==> config.mk <==
export PLATFORM = sky130hd
export DESIGN_NAME = tick_driven_mlfq_rr_fifo_scheduler
export DESIGN_NICKNAME = d
export VERILOG_FILES = /design/src/hdl/tdms_pkg.sv /design/src/hdl/tdms_cfg.sv /design/src/hdl/tdms_out.sv /design/src/hdl/tdms_core.sv /design/src/hdl/tick_driven_mlfq_rr_fifo_scheduler.sv
export VERILOG_INCLUDE_DIRS = /design/src /design/src/hdl
export SDC_FILE = /design/constraint.sdc
export NUM_CORES = 1
export LEC_CHECK = 0
export BUFFER_PORTS_ARGS = -buffer_cell sky130_fd_sc_hd__buf_4
export CAP_MARGIN = 20
export CORE_ASPECT_RATIO = 0.8
export CORE_MARGIN = 5
export CORE_UTILIZATION = 45
export CTS_CLUSTER_DIAMETER = 150
export DETAILED_ROUTE_END_ITERATION = 16
export PLACE_DENSITY_LB_ADDON = 0.1
export SLEW_MARGIN = 20
export SYNTH_ARGS = -nofsm -noshare
export SYNTH_HDL_FRONTEND = slang
export SYNTH_SLANG_ARGS = --single-unit
==> constraint.sdc <==
create_clock -name i_clk -period 5.9 [get_ports i_clk]
set_clock_uncertainty 0.1 [all_clocks]
set_input_delay 0.59 -clock i_clk [delete_from_list [all_inputs] [get_ports i_clk]]
set_output_delay 0.59 -clock i_clk [all_outputs]
set_load 0.05 [all_outputs]
==> src/hdl/tick_driven_mlfq_rr_fifo_scheduler_macros.svh <==
// Assertion macros used by the scheduler's top-level RTL file.
`ifndef TICK_DRIVEN_MLFQ_RR_FIFO_SCHEDULER_MACROS_SVH
`define TICK_DRIVEN_MLFQ_RR_FIFO_SCHEDULER_MACROS_SVH

// Antecedent holds at an edge, so the consequent must hold at the same edge.
`define TDMS_ASSERT_IMPLIES(lbl, clk, rst_n, ante, cons, msg) \
    lbl: assert property (@(posedge clk) disable iff (!rst_n) (ante) |-> (cons)) \
        else $error(msg);

// Antecedent holds at an edge, so the consequent must hold at the next edge.
`define TDMS_ASSERT_NEXT(lbl, clk, rst_n, ante, cons, msg) \
    lbl: assert property (@(posedge clk) disable iff (!rst_n) (ante) |=> (cons)) \
        else $error(msg);

`endif

==> src/hdl/tdms_pkg.sv <==
// Shared types and constants of the tick-driven scheduler.
package tdms_pkg;

    localparam int MODE_W   = 2;
    localparam int SLICE_W  = 16;
    localparam int TICKMS_W = 10;
    localparam int ID_W     = 4;
    localparam int BURST_W  = 16;
    localparam int TIME_W   = 32;
    localparam int EV_W     = 2;
    localparam int PRIO_W   = 2;
    localparam int APB_AW   = 4;
    localparam int APB_DW   = 32;

    localparam logic [MODE_W-1:0] MODE_RR   = 2'd0;
    localparam logic [MODE_W-1:0] MODE_MLFQ = 2'd1;
    localparam logic [MODE_W-1:0] MODE_FIFO = 2'd2;

    localparam logic [EV_W-1:0] EV_DONE     = 2'd0;
    localparam logic [EV_W-1:0] EV_PREEMPT  = 2'd1;
    localparam logic [EV_W-1:0] EV_DISPATCH = 2'd2;

    localparam logic [1:0] REG_MODE  = 2'd0;
    localparam logic [1:0] REG_SLICE = 2'd1;
    localparam logic [1:0] REG_TICK  = 2'd2;

    localparam logic [MODE_W-1:0]   MODE_RESET  = MODE_RR;
    localparam logic [SLICE_W-1:0]  SLICE_RESET = 16'd50;
    localparam logic [TICKMS_W-1:0] TICK_RESET  = 10'd10;

    typedef struct packed {
        logic [MODE_W-1:0]   mode;
        logic [SLICE_W-1:0]  time_slice_ms;
        logic [TICKMS_W-1:0] tick_ms;
    } t_cfg;

    typedef struct packed {
        logic [EV_W-1:0]   event_code;
        logic [ID_W-1:0]   task_id;
        logic [PRIO_W-1:0] prio;
        logic [TIME_W-1:0] time_ms;
        logic              last;
    } t_result;

endpackage

==> src/hdl/tdms_cfg.sv <==
// APB register file holding the scheduling policy, slice length and tick length.
module tdms_cfg (
    input  logic                         i_clk,
    input  logic                         i_rst_n,
    input  logic                         psel,
    input  logic                         penable,
    input  logic                         pwrite,
    input  logic [tdms_pkg::APB_AW-1:0]  paddr,
    input  logic [tdms_pkg::APB_DW-1:0]  pwdata,
    output logic [tdms_pkg::APB_DW-1:0]  prdata,
    output logic                         pready,
    output tdms_pkg::t_cfg               o_cfg
);

    tdms_pkg::t_cfg r_cfg;
    logic [1:0]     reg_idx;
    logic           wr_en;

    assign reg_idx = paddr[3:2];
    assign wr_en   = psel && penable && pwrite;
    assign pready  = 1'b1;
    assign o_cfg   = r_cfg;

    always_ff @(posedge i_clk) begin
        if (!i_rst_n) begin
            r_cfg.mode          <= tdms_pkg::MODE_RESET;
            r_cfg.time_slice_ms <= tdms_pkg::SLICE_RESET;
            r_cfg.tick_ms       <= tdms_pkg::TICK_RESET;
        end else if (wr_en) begin
            case (reg_idx)
                tdms_pkg::REG_MODE: begin
                    r_cfg.mode <= pwdata[tdms_pkg::MODE_W-1:0];
                end
                tdms_pkg::REG_SLICE: begin
                    r_cfg.time_slice_ms <= pwdata[tdms_pkg::SLICE_W-1:0];
                end
                tdms_pkg::REG_TICK: begin
                    r_cfg.tick_ms <= pwdata[tdms_pkg::TICKMS_W-1:0];
                end
                default: begin
                end
            endcase
        end
    end

    always_comb begin
        case (reg_idx)
            tdms_pkg::REG_MODE: begin
                prdata = tdms_pkg::APB_DW'(r_cfg.mode);
            end
            tdms_pkg::REG_SLICE: begin
                prdata = tdms_pkg::APB_DW'(r_cfg.time_slice_ms);
            end
            tdms_pkg::REG_TICK: begin
                prdata = tdms_pkg::APB_DW'(r_cfg.tick_ms);
            end
            default: begin
                prdata = '0;
            end
        endcase
    end

endmodule

==> src/hdl/tdms_out.sv <==
// Output register that holds one result transaction until the receiver takes it.
module tdms_out (
    input  logic              i_clk,
    input  logic              i_rst_n,
    input  logic              i_load,
    input  tdms_pkg::t_result i_res,
    input  logic              i_stall,
    output logic              o_valid,
    output tdms_pkg::t_result o_res,
    output logic              o_free
);

    logic              r_valid;
    tdms_pkg::t_result r_res;

    assign o_valid = r_valid;
    assign o_res   = r_res;
    assign o_free  = !r_valid || !i_stall;

    always_ff @(posedge i_clk) begin
        if (!i_rst_n) begin
            r_valid <= 1'b0;
        end else if (i_load) begin
            r_valid <= 1'b1;
        end else if (!i_stall) begin
            r_valid <= 1'b0;
        end
    end

    always_ff @(posedge i_clk) begin
        if (i_load) begin
            r_res <= i_res;
        end
    end

endmodule

==> src/hdl/tdms_core.sv <==
// Scheduler sequencer with the task and link memories and the ready queue pointers.
module tdms_core #(
    parameter int TASK_COUNT  = 16,
    parameter int QUEUE_COUNT = 3
) (
    input  logic                          i_clk,
    input  logic                          i_rst_n,
    input  tdms_pkg::t_cfg                i_cfg,
    input  logic                          i_in_valid,
    output logic                          o_in_stall,
    input  logic                          i_kind,
    input  logic [tdms_pkg::ID_W-1:0]     i_task_id,
    input  logic [tdms_pkg::BURST_W-1:0]  i_burst_ms,
    input  logic [tdms_pkg::TIME_W-1:0]   i_time_ms,
    input  logic                          i_out_free,
    output logic                          o_out_load,
    output tdms_pkg::t_result             o_out_res
);

    localparam int TW = $clog2(TASK_COUNT);
    localparam int QW = (QUEUE_COUNT > 1) ? $clog2(QUEUE_COUNT) : 1;
    localparam int IW = (TW > tdms_pkg::ID_W) ? TW : tdms_pkg::ID_W;
    localparam int PW = tdms_pkg::PRIO_W;
    localparam int BW = tdms_pkg::BURST_W;
    localparam logic [QW-1:0] QMAX = QW'(QUEUE_COUNT - 1);

    typedef struct packed {
        logic [QW-1:0] prio;
        logic [BW-1:0] burst;
        logic [BW-1:0] elapsed;
    } t_task;

    typedef enum logic [5:0] {
        S_IDLE = 6'b000001,
        S_RDY  = 6'b000010,
        S_TICK = 6'b000100,
        S_DSP  = 6'b001000,
        S_POP  = 6'b010000,
        S_WAIT = 6'b100000
    } t_state;

    // Per-task memories, one read port each with a registered output.
    t_task         task_mem [TASK_COUNT];
    logic [TW-1:0] link_mem [TASK_COUNT];

    t_state                      r_state, n_state;
    logic [TASK_COUNT-1:0]       r_tvalid;
    t_task                       r_trd;
    logic                        r_trd_v;
    logic [TW-1:0]               r_lrd;
    logic [QW-1:0]               r_dq;
    logic [TW-1:0]               r_head [QUEUE_COUNT];
    logic [TW-1:0]               r_tail [QUEUE_COUNT];
    logic [QUEUE_COUNT-1:0]      r_nonempty;
    logic                        r_run_valid, n_run_valid;
    logic [TW-1:0]               r_run_task, n_run_task;
    logic [BW-1:0]               r_slice, n_slice;
    tdms_pkg::t_result           r_hold, n_hold;
    logic                        r_hold_v, n_hold_v;
    logic [TW-1:0]               r_id;
    logic [BW-1:0]               r_burst;
    logic [tdms_pkg::TIME_W-1:0] r_time;

    logic          in_accept;
    logic          in_ok;
    logic [IW-1:0] in_id_w;
    logic [TW-1:0] in_idx;
    logic [TW-1:0] tm_raddr;
    logic          tm_we;
    logic [TW-1:0] tm_waddr;
    t_task         tm_wdata;
    logic          lm_we;
    logic          push_en;
    logic [QW-1:0] push_q;
    logic [TW-1:0] push_t;
    logic          pop_en;
    logic [QW-1:0] sel_q;
    logic          any_ne;
    logic          feedback;
    logic          preemptive;
    logic [QW-1:0] prio_rd;
    logic [QW-1:0] prio_dn;
    logic [QW-1:0] q_up;
    logic [QW-1:0] q_rdy;
    logic [BW:0]   el_sum;
    logic [BW:0]   su_sum;
    logic [BW-1:0] el;
    logic [BW-1:0] su;
    logic          burst_done;
    logic          slice_up;
    tdms_pkg::t_result pop_res;

    function automatic logic [QW-1:0] clamp_q(input logic [QW:0] p);
        clamp_q = (p >= (QW+1)'(QUEUE_COUNT)) ? QMAX : p[QW-1:0];
    endfunction

    function automatic tdms_pkg::t_result mk_res(
        input logic [tdms_pkg::EV_W-1:0]   ev,
        input logic [TW-1:0]               t,
        input logic [QW-1:0]               q,
        input logic [tdms_pkg::TIME_W-1:0] tm,
        input logic                        last
    );
        tdms_pkg::t_result res;
        logic [IW-1:0]     tw;
        tw             = IW'(t);
        res.event_code = ev;
        res.task_id    = tw[tdms_pkg::ID_W-1:0];
        res.prio       = PW'(q);
        res.time_ms    = tm;
        res.last       = last;
        mk_res         = res;
    endfunction

    assign in_accept  = i_in_valid && (r_state == S_IDLE);
    assign o_in_stall = (r_state != S_IDLE);
    assign in_id_w    = IW'(i_task_id);
    assign in_idx     = in_id_w[TW-1:0];
    assign in_ok      = (32'(i_task_id) < TASK_COUNT);
    assign tm_raddr   = i_kind ? in_idx : r_run_task;

    assign feedback   = (i_cfg.mode == tdms_pkg::MODE_MLFQ);
    assign preemptive = (i_cfg.mode == tdms_pkg::MODE_RR) || feedback;

    // A task that was never written still has its reset priority of zero.
    assign prio_rd = r_trd_v ? r_trd.prio : '0;
    assign prio_dn = (feedback && (prio_rd != '0)) ? prio_rd - QW'(1) : prio_rd;
    assign q_up    = feedback ? clamp_q({1'b0, prio_rd} + (QW+1)'(1)) : '0;
    assign q_rdy   = feedback ? clamp_q({1'b0, prio_rd}) : '0;

    assign el_sum     = {1'b0, r_trd.elapsed} + (BW+1)'(i_cfg.tick_ms);
    assign su_sum     = {1'b0, r_slice} + (BW+1)'(i_cfg.tick_ms);
    assign el         = el_sum[BW] ? '1 : el_sum[BW-1:0];
    assign su         = su_sum[BW] ? '1 : su_sum[BW-1:0];
    assign burst_done = (el >= r_trd.burst);
    assign slice_up   = preemptive && (su >= i_cfg.time_slice_ms);

    assign any_ne  = |r_nonempty;
    assign lm_we   = push_en && r_nonempty[push_q];
    assign pop_res = mk_res(tdms_pkg::EV_DISPATCH, r_head[r_dq], r_dq, r_time, 1'b1);

    always_comb begin
        sel_q = '0;
        for (int q = QUEUE_COUNT - 1; q >= 0; q--) begin
            if (r_nonempty[q]) begin
                sel_q = QW'(q);
            end
        end
    end

    always_comb begin
        n_state     = r_state;
        n_run_valid = r_run_valid;
        n_run_task  = r_run_task;
        n_slice     = r_slice;
        n_hold      = r_hold;
        n_hold_v    = r_hold_v;
        tm_we       = 1'b0;
        tm_waddr    = r_id;
        tm_wdata    = r_trd;
        push_en     = 1'b0;
        push_q      = '0;
        push_t      = r_id;
        pop_en      = 1'b0;
        o_out_load  = 1'b0;
        o_out_res   = r_hold;

        case (r_state)
            S_IDLE: begin
                if (i_in_valid) begin
                    n_hold_v = 1'b0;
                    if (i_kind) begin
                        n_state = in_ok ? S_RDY : S_IDLE;
                    end else begin
                        n_state = r_run_valid ? S_TICK : S_DSP;
                    end
                end
            end
            S_RDY: begin
                tm_we            = 1'b1;
                tm_waddr         = r_id;
                tm_wdata.prio    = feedback ? q_rdy : prio_rd;
                tm_wdata.burst   = r_burst;
                tm_wdata.elapsed = '0;
                push_en          = 1'b1;
                push_q           = q_rdy;
                push_t           = r_id;
                n_state          = S_IDLE;
            end
            S_TICK: begin
                tm_we            = 1'b1;
                tm_waddr         = r_run_task;
                tm_wdata.prio    = prio_rd;
                tm_wdata.burst   = r_trd.burst;
                tm_wdata.elapsed = el;
                n_slice          = su;
                if (burst_done) begin
                    tm_wdata.prio = prio_dn;
                    n_hold   = mk_res(tdms_pkg::EV_DONE, r_run_task, prio_dn, r_time,
                                      !any_ne);
                    n_hold_v    = 1'b1;
                    n_run_valid = 1'b0;
                end else if (slice_up) begin
                    tm_wdata.prio = feedback ? q_up : prio_rd;
                    n_slice       = '0;
                    push_en       = 1'b1;
                    push_q        = q_up;
                    push_t        = r_run_task;
                    // The preempted task is requeued, so a dispatch always follows.
                    n_hold   = mk_res(tdms_pkg::EV_PREEMPT, r_run_task, q_up, r_time, 1'b0);
                    n_hold_v    = 1'b1;
                    n_run_valid = 1'b0;
                end
                n_state = S_DSP;
            end
            S_DSP: begin
                // The link memory reads the selected head here, ready for the pop.
                if (!r_hold_v || i_out_free) begin
                    if (r_hold_v) begin
                        o_out_load = 1'b1;
                        o_out_res  = r_hold;
                        n_hold_v   = 1'b0;
                    end
                    n_state = (!r_run_valid && any_ne) ? S_POP : S_IDLE;
                end
            end
            S_POP: begin
                pop_en      = 1'b1;
                n_run_task  = r_head[r_dq];
                n_run_valid = 1'b1;
                n_slice     = '0;
                if (i_out_free) begin
                    o_out_load = 1'b1;
                    o_out_res  = pop_res;
                    n_state    = S_IDLE;
                end else begin
                    n_hold   = pop_res;
                    n_hold_v = 1'b1;
                    n_state  = S_WAIT;
                end
            end
            S_WAIT: begin
                if (i_out_free) begin
                    o_out_load = 1'b1;
                    o_out_res  = r_hold;
                    n_hold_v   = 1'b0;
                    n_state    = S_IDLE;
                end
            end
            default: begin
                n_state = S_IDLE;
            end
        endcase
    end

    always_ff @(posedge i_clk) begin
        if (!i_rst_n) begin
            r_state     <= S_IDLE;
            r_run_valid <= 1'b0;
            r_run_task  <= '0;
            r_slice     <= '0;
            r_hold_v    <= 1'b0;
        end else begin
            r_state     <= n_state;
            r_run_valid <= n_run_valid;
            r_run_task  <= n_run_task;
            r_slice     <= n_slice;
            r_hold_v    <= n_hold_v;
        end
    end

    always_ff @(posedge i_clk) begin
        r_hold <= n_hold;
        if (in_accept) begin
            r_id    <= in_idx;
            r_burst <= i_burst_ms;
            r_time  <= i_time_ms;
        end
    end

    always_ff @(posedge i_clk) begin
        if (!i_rst_n) begin
            r_nonempty <= '0;
            for (int q = 0; q < QUEUE_COUNT; q++) begin
                r_head[q] <= '0;
                r_tail[q] <= '0;
            end
        end else begin
            if (push_en) begin
                if (!r_nonempty[push_q]) begin
                    r_head[push_q]     <= push_t;
                    r_nonempty[push_q] <= 1'b1;
                end
                r_tail[push_q] <= push_t;
            end
            if (pop_en) begin
                if (r_head[r_dq] == r_tail[r_dq]) begin
                    r_nonempty[r_dq] <= 1'b0;
                end else begin
                    r_head[r_dq] <= r_lrd;
                end
            end
        end
    end

    always_ff @(posedge i_clk) begin
        if (!i_rst_n) begin
            r_tvalid <= '0;
        end else if (tm_we) begin
            r_tvalid[tm_waddr] <= 1'b1;
        end
    end

    always_ff @(posedge i_clk) begin
        if (tm_we) begin
            task_mem[tm_waddr] <= tm_wdata;
        end
        r_trd   <= task_mem[tm_raddr];
        r_trd_v <= r_tvalid[tm_raddr];
    end

    always_ff @(posedge i_clk) begin
        if (lm_we) begin
            link_mem[r_tail[push_q]] <= push_t;
        end
        r_lrd <= link_mem[r_head[sel_q]];
        r_dq  <= sel_q;
    end

endmodule

==> src/hdl/tick_driven_mlfq_rr_fifo_scheduler.sv <==
// Tick-driven scheduler over linked ready queues.
//
// Input channel (i_in_valid / o_in_stall): a transaction is a tick (i_kind 0)
// or a task made ready (i_kind 1) with its burst length. Output channel
// (o_out_valid / i_out_stall): done, preempted and dispatched events, with
// o_last marking the final event caused by one input transaction.
// The APB port sets the policy, slice length and tick length; write it only
// while the block is idle. pready is always high.
// A ready transaction writes the task and pushes it onto its queue. A tick
// reads the running task, does its read-modify-write (skipped when no task
// runs), selects a queue while its head link is read, and pops a head when no
// task runs. A tick's done or preempted event reaches the output register
// before its dispatch. The task and link memories have one read port each,
// which sets these steps.
// Reset empties all queues, clears the running task and sets all priorities
// to zero. When the receiver stalls, one event waits in the output register
// and one in the sequencer; the block stalls its input until the sequencer's event has moved on.
module tick_driven_mlfq_rr_fifo_scheduler #(
    parameter int TASK_COUNT  = 16,
    parameter int QUEUE_COUNT = 3
) (
    input  logic                          i_clk,
    input  logic                          i_rst_n,
    input  logic                          psel,
    input  logic                          penable,
    input  logic                          pwrite,
    input  logic [tdms_pkg::APB_AW-1:0]   paddr,
    input  logic [tdms_pkg::APB_DW-1:0]   pwdata,
    output logic [tdms_pkg::APB_DW-1:0]   prdata,
    output logic                          pready,
    input  logic                          i_in_valid,
    output logic                          o_in_stall,
    input  logic                          i_kind,
    input  logic [tdms_pkg::ID_W-1:0]     i_task_id,
    input  logic [tdms_pkg::BURST_W-1:0]  i_burst_ms,
    input  logic [tdms_pkg::TIME_W-1:0]   i_time_ms,
    output logic                          o_out_valid,
    input  logic                          i_out_stall,
    output logic [tdms_pkg::EV_W-1:0]     o_event_res,
    output logic [tdms_pkg::ID_W-1:0]     o_task_id_res,
    output logic [tdms_pkg::PRIO_W-1:0]   o_priority_res,
    output logic [tdms_pkg::TIME_W-1:0]   o_time_ms_res,
    output logic                          o_last
);

`include "tick_driven_mlfq_rr_fifo_scheduler_macros.svh"

    tdms_pkg::t_cfg    cfg;
    tdms_pkg::t_result core_res;
    tdms_pkg::t_result out_res;
    logic              core_load;
    logic              out_free;

    tdms_cfg u_cfg (
        .i_clk   (i_clk),
        .i_rst_n (i_rst_n),
        .psel    (psel),
        .penable (penable),
        .pwrite  (pwrite),
        .paddr   (paddr),
        .pwdata  (pwdata),
        .prdata  (prdata),
        .pready  (pready),
        .o_cfg   (cfg)
    );

    tdms_core #(
        .TASK_COUNT  (TASK_COUNT),
        .QUEUE_COUNT (QUEUE_COUNT)
    ) u_core (
        .i_clk      (i_clk),
        .i_rst_n    (i_rst_n),
        .i_cfg      (cfg),
        .i_in_valid (i_in_valid),
        .o_in_stall (o_in_stall),
        .i_kind     (i_kind),
        .i_task_id  (i_task_id),
        .i_burst_ms (i_burst_ms),
        .i_time_ms  (i_time_ms),
        .i_out_free (out_free),
        .o_out_load (core_load),
        .o_out_res  (core_res)
    );

    tdms_out u_out (
        .i_clk   (i_clk),
        .i_rst_n (i_rst_n),
        .i_load  (core_load),
        .i_res   (core_res),
        .i_stall (i_out_stall),
        .o_valid (o_out_valid),
        .o_res   (out_res),
        .o_free  (out_free)
    );

    assign o_event_res    = out_res.event_code;
    assign o_task_id_res  = out_res.task_id;
    assign o_priority_res = out_res.prio;
    assign o_time_ms_res  = out_res.time_ms;
    assign o_last         = out_res.last;

    `TDMS_ASSERT_IMPLIES(a_load_when_free, i_clk, i_rst_n, core_load, out_free, "event loaded over a held result")
    `TDMS_ASSERT_IMPLIES(a_dispatch_last, i_clk, i_rst_n, o_out_valid && (o_event_res == tdms_pkg::EV_DISPATCH), o_last, "dispatch event without last")
    `TDMS_ASSERT_NEXT(a_accept_no_load, i_clk, i_rst_n, i_in_valid && !o_in_stall, !core_load, "event loaded right after an input transaction")

endmodule

==> metrics.txt <==
outcome=completed; clock sink total=891; fraction of power spent switching nets=between 20% and 30%; leading cell types by total area after synthesis=sky130_fd_sc_hd__edfxtp_1 64%, sky130_fd_sc_hd__mux4_2 10%, sky130_fd_sc_hd__dfxtp_1 6.4%; post-detailed-route wirelength per cell=24.1 µm; overall track demand over capacity in global routing=20.1%; leftover overflow at the end of global routing=0; initial standard-cell utilization of the core=45.3%; vias after detailed routing=20500; CP Cell Sequence=ha_1 -> fa_1 -> a21o_1 -> a21oi_2 -> o21bai_1 -> a21boi_2 -> o31a_1 -> nor2_2 -> nand3_1 -> mux2_2 -> ha_1 -> nand4_1 -> nor4_2 -> inv_1 -> o211a_2 -> a41oi_2 -> buf_12 -> mux2i_1 -> mux2_2 -> o211ai_2 -> buf_4 -> nor2_1 -> buf_4; final-report setup violation count=0; # IOs=172; maximum clock frequency=179 MHz; worst setup path category=register to register; Maximum Capacitance Violations=0; mean number of vias per cell=around 5.6; pwr/cell area=318 mW/mm²; Nets=about 2700; clock tree root driver cell=sky130_fd_sc_hd__clkbuf_16; clock tree buffer depth=3; #FFs+latches synth=roughly 890; number of distinct library cell variants in the gate-level netlist after synthesis=71; cell count after synthesis=2235; netlist area before placement=0.0363 mm²; placed wire-length estimate=53100 µm; wire length of the first global-routing pass=~130000 µm; CTS tree=built; clock transition at the register clock pins on the worst setup and hold paths after CTS=0.06 ns; cells on worst reg2reg path=23; cell type with the highest aggregate area in the netlist=sky130_fd_sc_hd__edfxtp_1; die width=between 300 and 400 µm; fraction of layout instances using a drive strength above 1=25.3%; share of synthesized flip-flops with an asynchronous set or reset=0%; worst hold path endpoint=u_core.r_time[18]; worst-path fanout max=19; post-route setup slack=0.324 ns; die footprint=between 0.08 and 0.09 mm²; hold depth=1; nature of the critical path startpoint=register; worst slack, placed=-0.0789 ns; number of buffers added on ports=136; flop2flop setup slack=roughly 0.32 ns; floorplan die height=roughly 260 µm; data required time at the worst endpoint=6.15 ns; antenna violations before repair=3; fin crit period=5.58 ns; CP Capture Type=register; pins over their slew limit=0; fraction of power consumed by the clock network=41.1%; row count=93; min-delay worst type=input port to register; residual antenna-violating net count after detailed routing=0; number of enable-type register cells in the synthesized netlist=774; Overall Power=13.6 mW; GP Congestion=roughly 0.83; Worst IR Drop VDD=0.239 mV; Iteration-0 DRC Markers=1867; R2R Path Start=u_cfg.o_cfg[0]; Final Core Density=a little over half; core area=0.0803 mm²; min-delay src=i_time_ms[18]; sequential power share=52.1%; vias in the first global route=20700; total clock buffers created by CTS=90; largest net degree at the start of global routing=77; slowest stage cell on the critical path=sky130_fd_sc_hd__fa_1; leakage=15.0 nW; flip-flop cell with the highest count after synthesis=sky130_fd_sc_hd__edfxtp_1; Worst-Margin Slew=1.05 ns; Synthesis Warnings=0; DRC violation count after routing=0; endpoints failing hold=0; maximum level of the CTS H-tree=3; portion of total power attributed to combinational logic=roughly 7%; Switch Pwr=between 2 and 3 mW; Reg2Reg Capture Point=u_core.link_mem[5][0]; Arrival @ worst endpoint=5.83 ns; area added between synthesis and finish=17.8%; Initial DRT Pass Iterations=5; insertion delay to the later sink of the worst-skew pair=about 0.65 ns; Slew headroom=29.9%; Largest stage delay, worst path=approximately 0.40 ns; synthesized area per cell=16.3 µm²; Int Pwr=10.6 mW; part of the Yosys area used for sequential elements=between 70% and 80%; setup repair after global routing missed its margin=true; share of Yosys cell area claimed by the top area cell type=between 60% and 70%; Final period util=94.5%; final WL=87800 µm
final cells by class:
class,count,area [µm²]
clock buffers,130,2560
repair buffers,301,2510
diodes,1,2.50
well taps,1045,1310
multi-input cells,1181,10300
flip-flops and latches,891,25600
clock inverters,39,362
fillers,6575,37500
inverters,56,210
critical path: cells and delay by family (launching register included):
kind | cells | cell delay (ns)
mux | 3 | 0.82
simple gates | 5 | 0.80
fa+ha+maj | 3 | 0.95
flops | 1 | 0.37
buf+inv | 4 | 0.62
compound gates | 8 | 1.60
cell families (layout without fill, tap and decap cells):
logic type,Yosys count,after routing,synth area share (%)
adders and majority gates,57,57,2.00
AOI/OAI and AO/OA,304,304,5.51
buffers and inverters,178,526,2.22
and+or+nand+nor,530,530,6.59
muxes,245,245,12.6
other,2,18,0.0207
xor gates and xnor gates,28,28,0.675
DFF,891,891,70.4
placed cells by master, fill, tap and decap left out, drive strengths merged, types with 9 or more instances in the layout:
master       count
edfxtp         774
buf            255
nand2          230
mux4           164
nor2           134
clkbuf         130
dfxtp          117
a21oi           69
o21ai           63
inv             56
ha              55
and2            50
mux2            47
dlygate4sd3     46
a31oi           46
a211oi          36
mux2i           34
clkinv          31
nor3            24
nand3           20
a22o            18
conb            17
and3            16
xnor2           15
xor2            13
nor2b           13
nand4           10
a22oi           10
a21o             9
o21a             9
synthesized netlist by cell type (4+ instances only):
library cell                 n
sky130_fd_sc_hd__clkbuf_1   62
sky130_fd_sc_hd__mux2_2     47
sky130_fd_sc_hd__nor2b_1    13
sky130_fd_sc_hd__nand2_1   230
sky130_fd_sc_hd__o21ai_0    59
sky130_fd_sc_hd__a22oi_1    10
sky130_fd_sc_hd__nand4_1    10
sky130_fd_sc_hd__a22o_1     18
sky130_fd_sc_hd__nand3b_1    4
sky130_fd_sc_hd__o21a_1      9
sky130_fd_sc_hd__and3_1     16
sky130_fd_sc_hd__mux2i_1    34
sky130_fd_sc_hd__a41oi_1     5
sky130_fd_sc_hd__nand3_1    20
sky130_fd_sc_hd__a211oi_1   36
sky130_fd_sc_hd__and2_1     50
sky130_fd_sc_hd__edfxtp_1  774
sky130_fd_sc_hd__o211ai_1    6
sky130_fd_sc_hd__inv_1      54
sky130_fd_sc_hd__buf_1       9
sky130_fd_sc_hd__xor2_1     13
sky130_fd_sc_hd__xnor2_1    15
sky130_fd_sc_hd__a21o_1      9
sky130_fd_sc_hd__o21bai_1    6
sky130_fd_sc_hd__buf_2      27
sky130_fd_sc_hd__nor2_1    134
sky130_fd_sc_hd__or2_2       6
sky130_fd_sc_hd__ha_1       55
sky130_fd_sc_hd__mux4_2    164
sky130_fd_sc_hd__a21oi_1    68
sky130_fd_sc_hd__nor3b_1     5
sky130_fd_sc_hd__nor3_1     22
sky130_fd_sc_hd__nand2b_1    8
sky130_fd_sc_hd__a31oi_1    46
sky130_fd_sc_hd__dfxtp_1   117
sky130_fd_sc_hd__buf_4      18
sky130_fd_sc_hd__buf_6       5
power groups by stage:
| stage | sequential (mW) | combinational (mW) | clock [mW] |
|---|---|---|---|
| floorplan | 7.20 | 0.564 | 0 |
| global placement | 7.22 | 0.861 | 0 |
| detailed placement | 7.22 | 0.884 | 0 |
| CTS | 7.09 | 0.919 | 5.74 |
| global route | 7.10 | 1.01 | 6.00 |
| finish | 7.09 | 0.920 | 5.59 |
metal layers:
layer  vias to the layer above  wire [µm]  global-route usage, %
met5                         -         13                      0
met4                         2       1740                   4.99
met3                       118       5260                   3.36
met2                       601      40500                   31.1
met1                     10500      40300                   30.0
li1                       9219          -                      -
through the flow:
stage	cell area, µm²	hold slack (ns)	setup TNS (ns)	instances
floorplan	36400	0.322	0	2250
global placement	39200	0.328	0	3419
detailed placement	39300	0.330	-2.01	3420
CTS	42700	0.00183	0	3637
global route	42800	0.00396	-0.0219	3644
finish	42800	0.0345	0	3644
worst max path at each step:
stage,start,to,slack [ns],cells past startpoint
floorplan,u_cfg.o_cfg[0],u_core.r_hold[0],0.48,19
finish,u_cfg.o_cfg[0],u_core.link_mem[5][0],0.32,23
detailed placement,u_cfg.o_cfg[0],u_core.link_mem[2][3],-0.08,22
CTS,u_cfg.o_cfg[0],u_core.link_mem[2][3],0.07,22
global placement,u_cfg.o_cfg[0],u_core.link_mem[2][2],0.05,22
global route,u_cfg.o_cfg[0],u_core.link_mem[8][2],-0.01,25
state kept, by name (all words and copies together), names as in the netlist:
signal	flops
u_core.r_dq	2
u_core.r_hold_v	1
u_core.r_head	16
u_core.r_run_task	4
u_core.r_tvalid	16
u_core.r_state	6
u_core.r_tail	16
u_core.r_id	4
u_core.r_nonempty	3
u_out.o_valid	1
u_out.o_res	41
u_core.r_lrd	4
u_core.r_hold	41
u_core.r_burst	16
u_core.task_mem	544
u_core.r_trd	34
u_cfg.o_cfg	28
u_core.link_mem	64
u_core.r_time	32
u_core.r_run_valid	1
u_core.r_trd_v	1
u_core.r_slice	16
what timing repair did:
| action | CTS | global route |
|---|---|---|
| hold endpoints to repair | 46 | 0 |
| endpoints found under the setup margin | 56 | 64 |
| setup buffers | 2 | 4 |
| pin swaps | 0 | 3 |
| gates resized for setup | 3 | 10 |
| cloned | 0 | 0 |
| hold buffers | 46 | 0 |
Power figures use the tool's default switching activity.
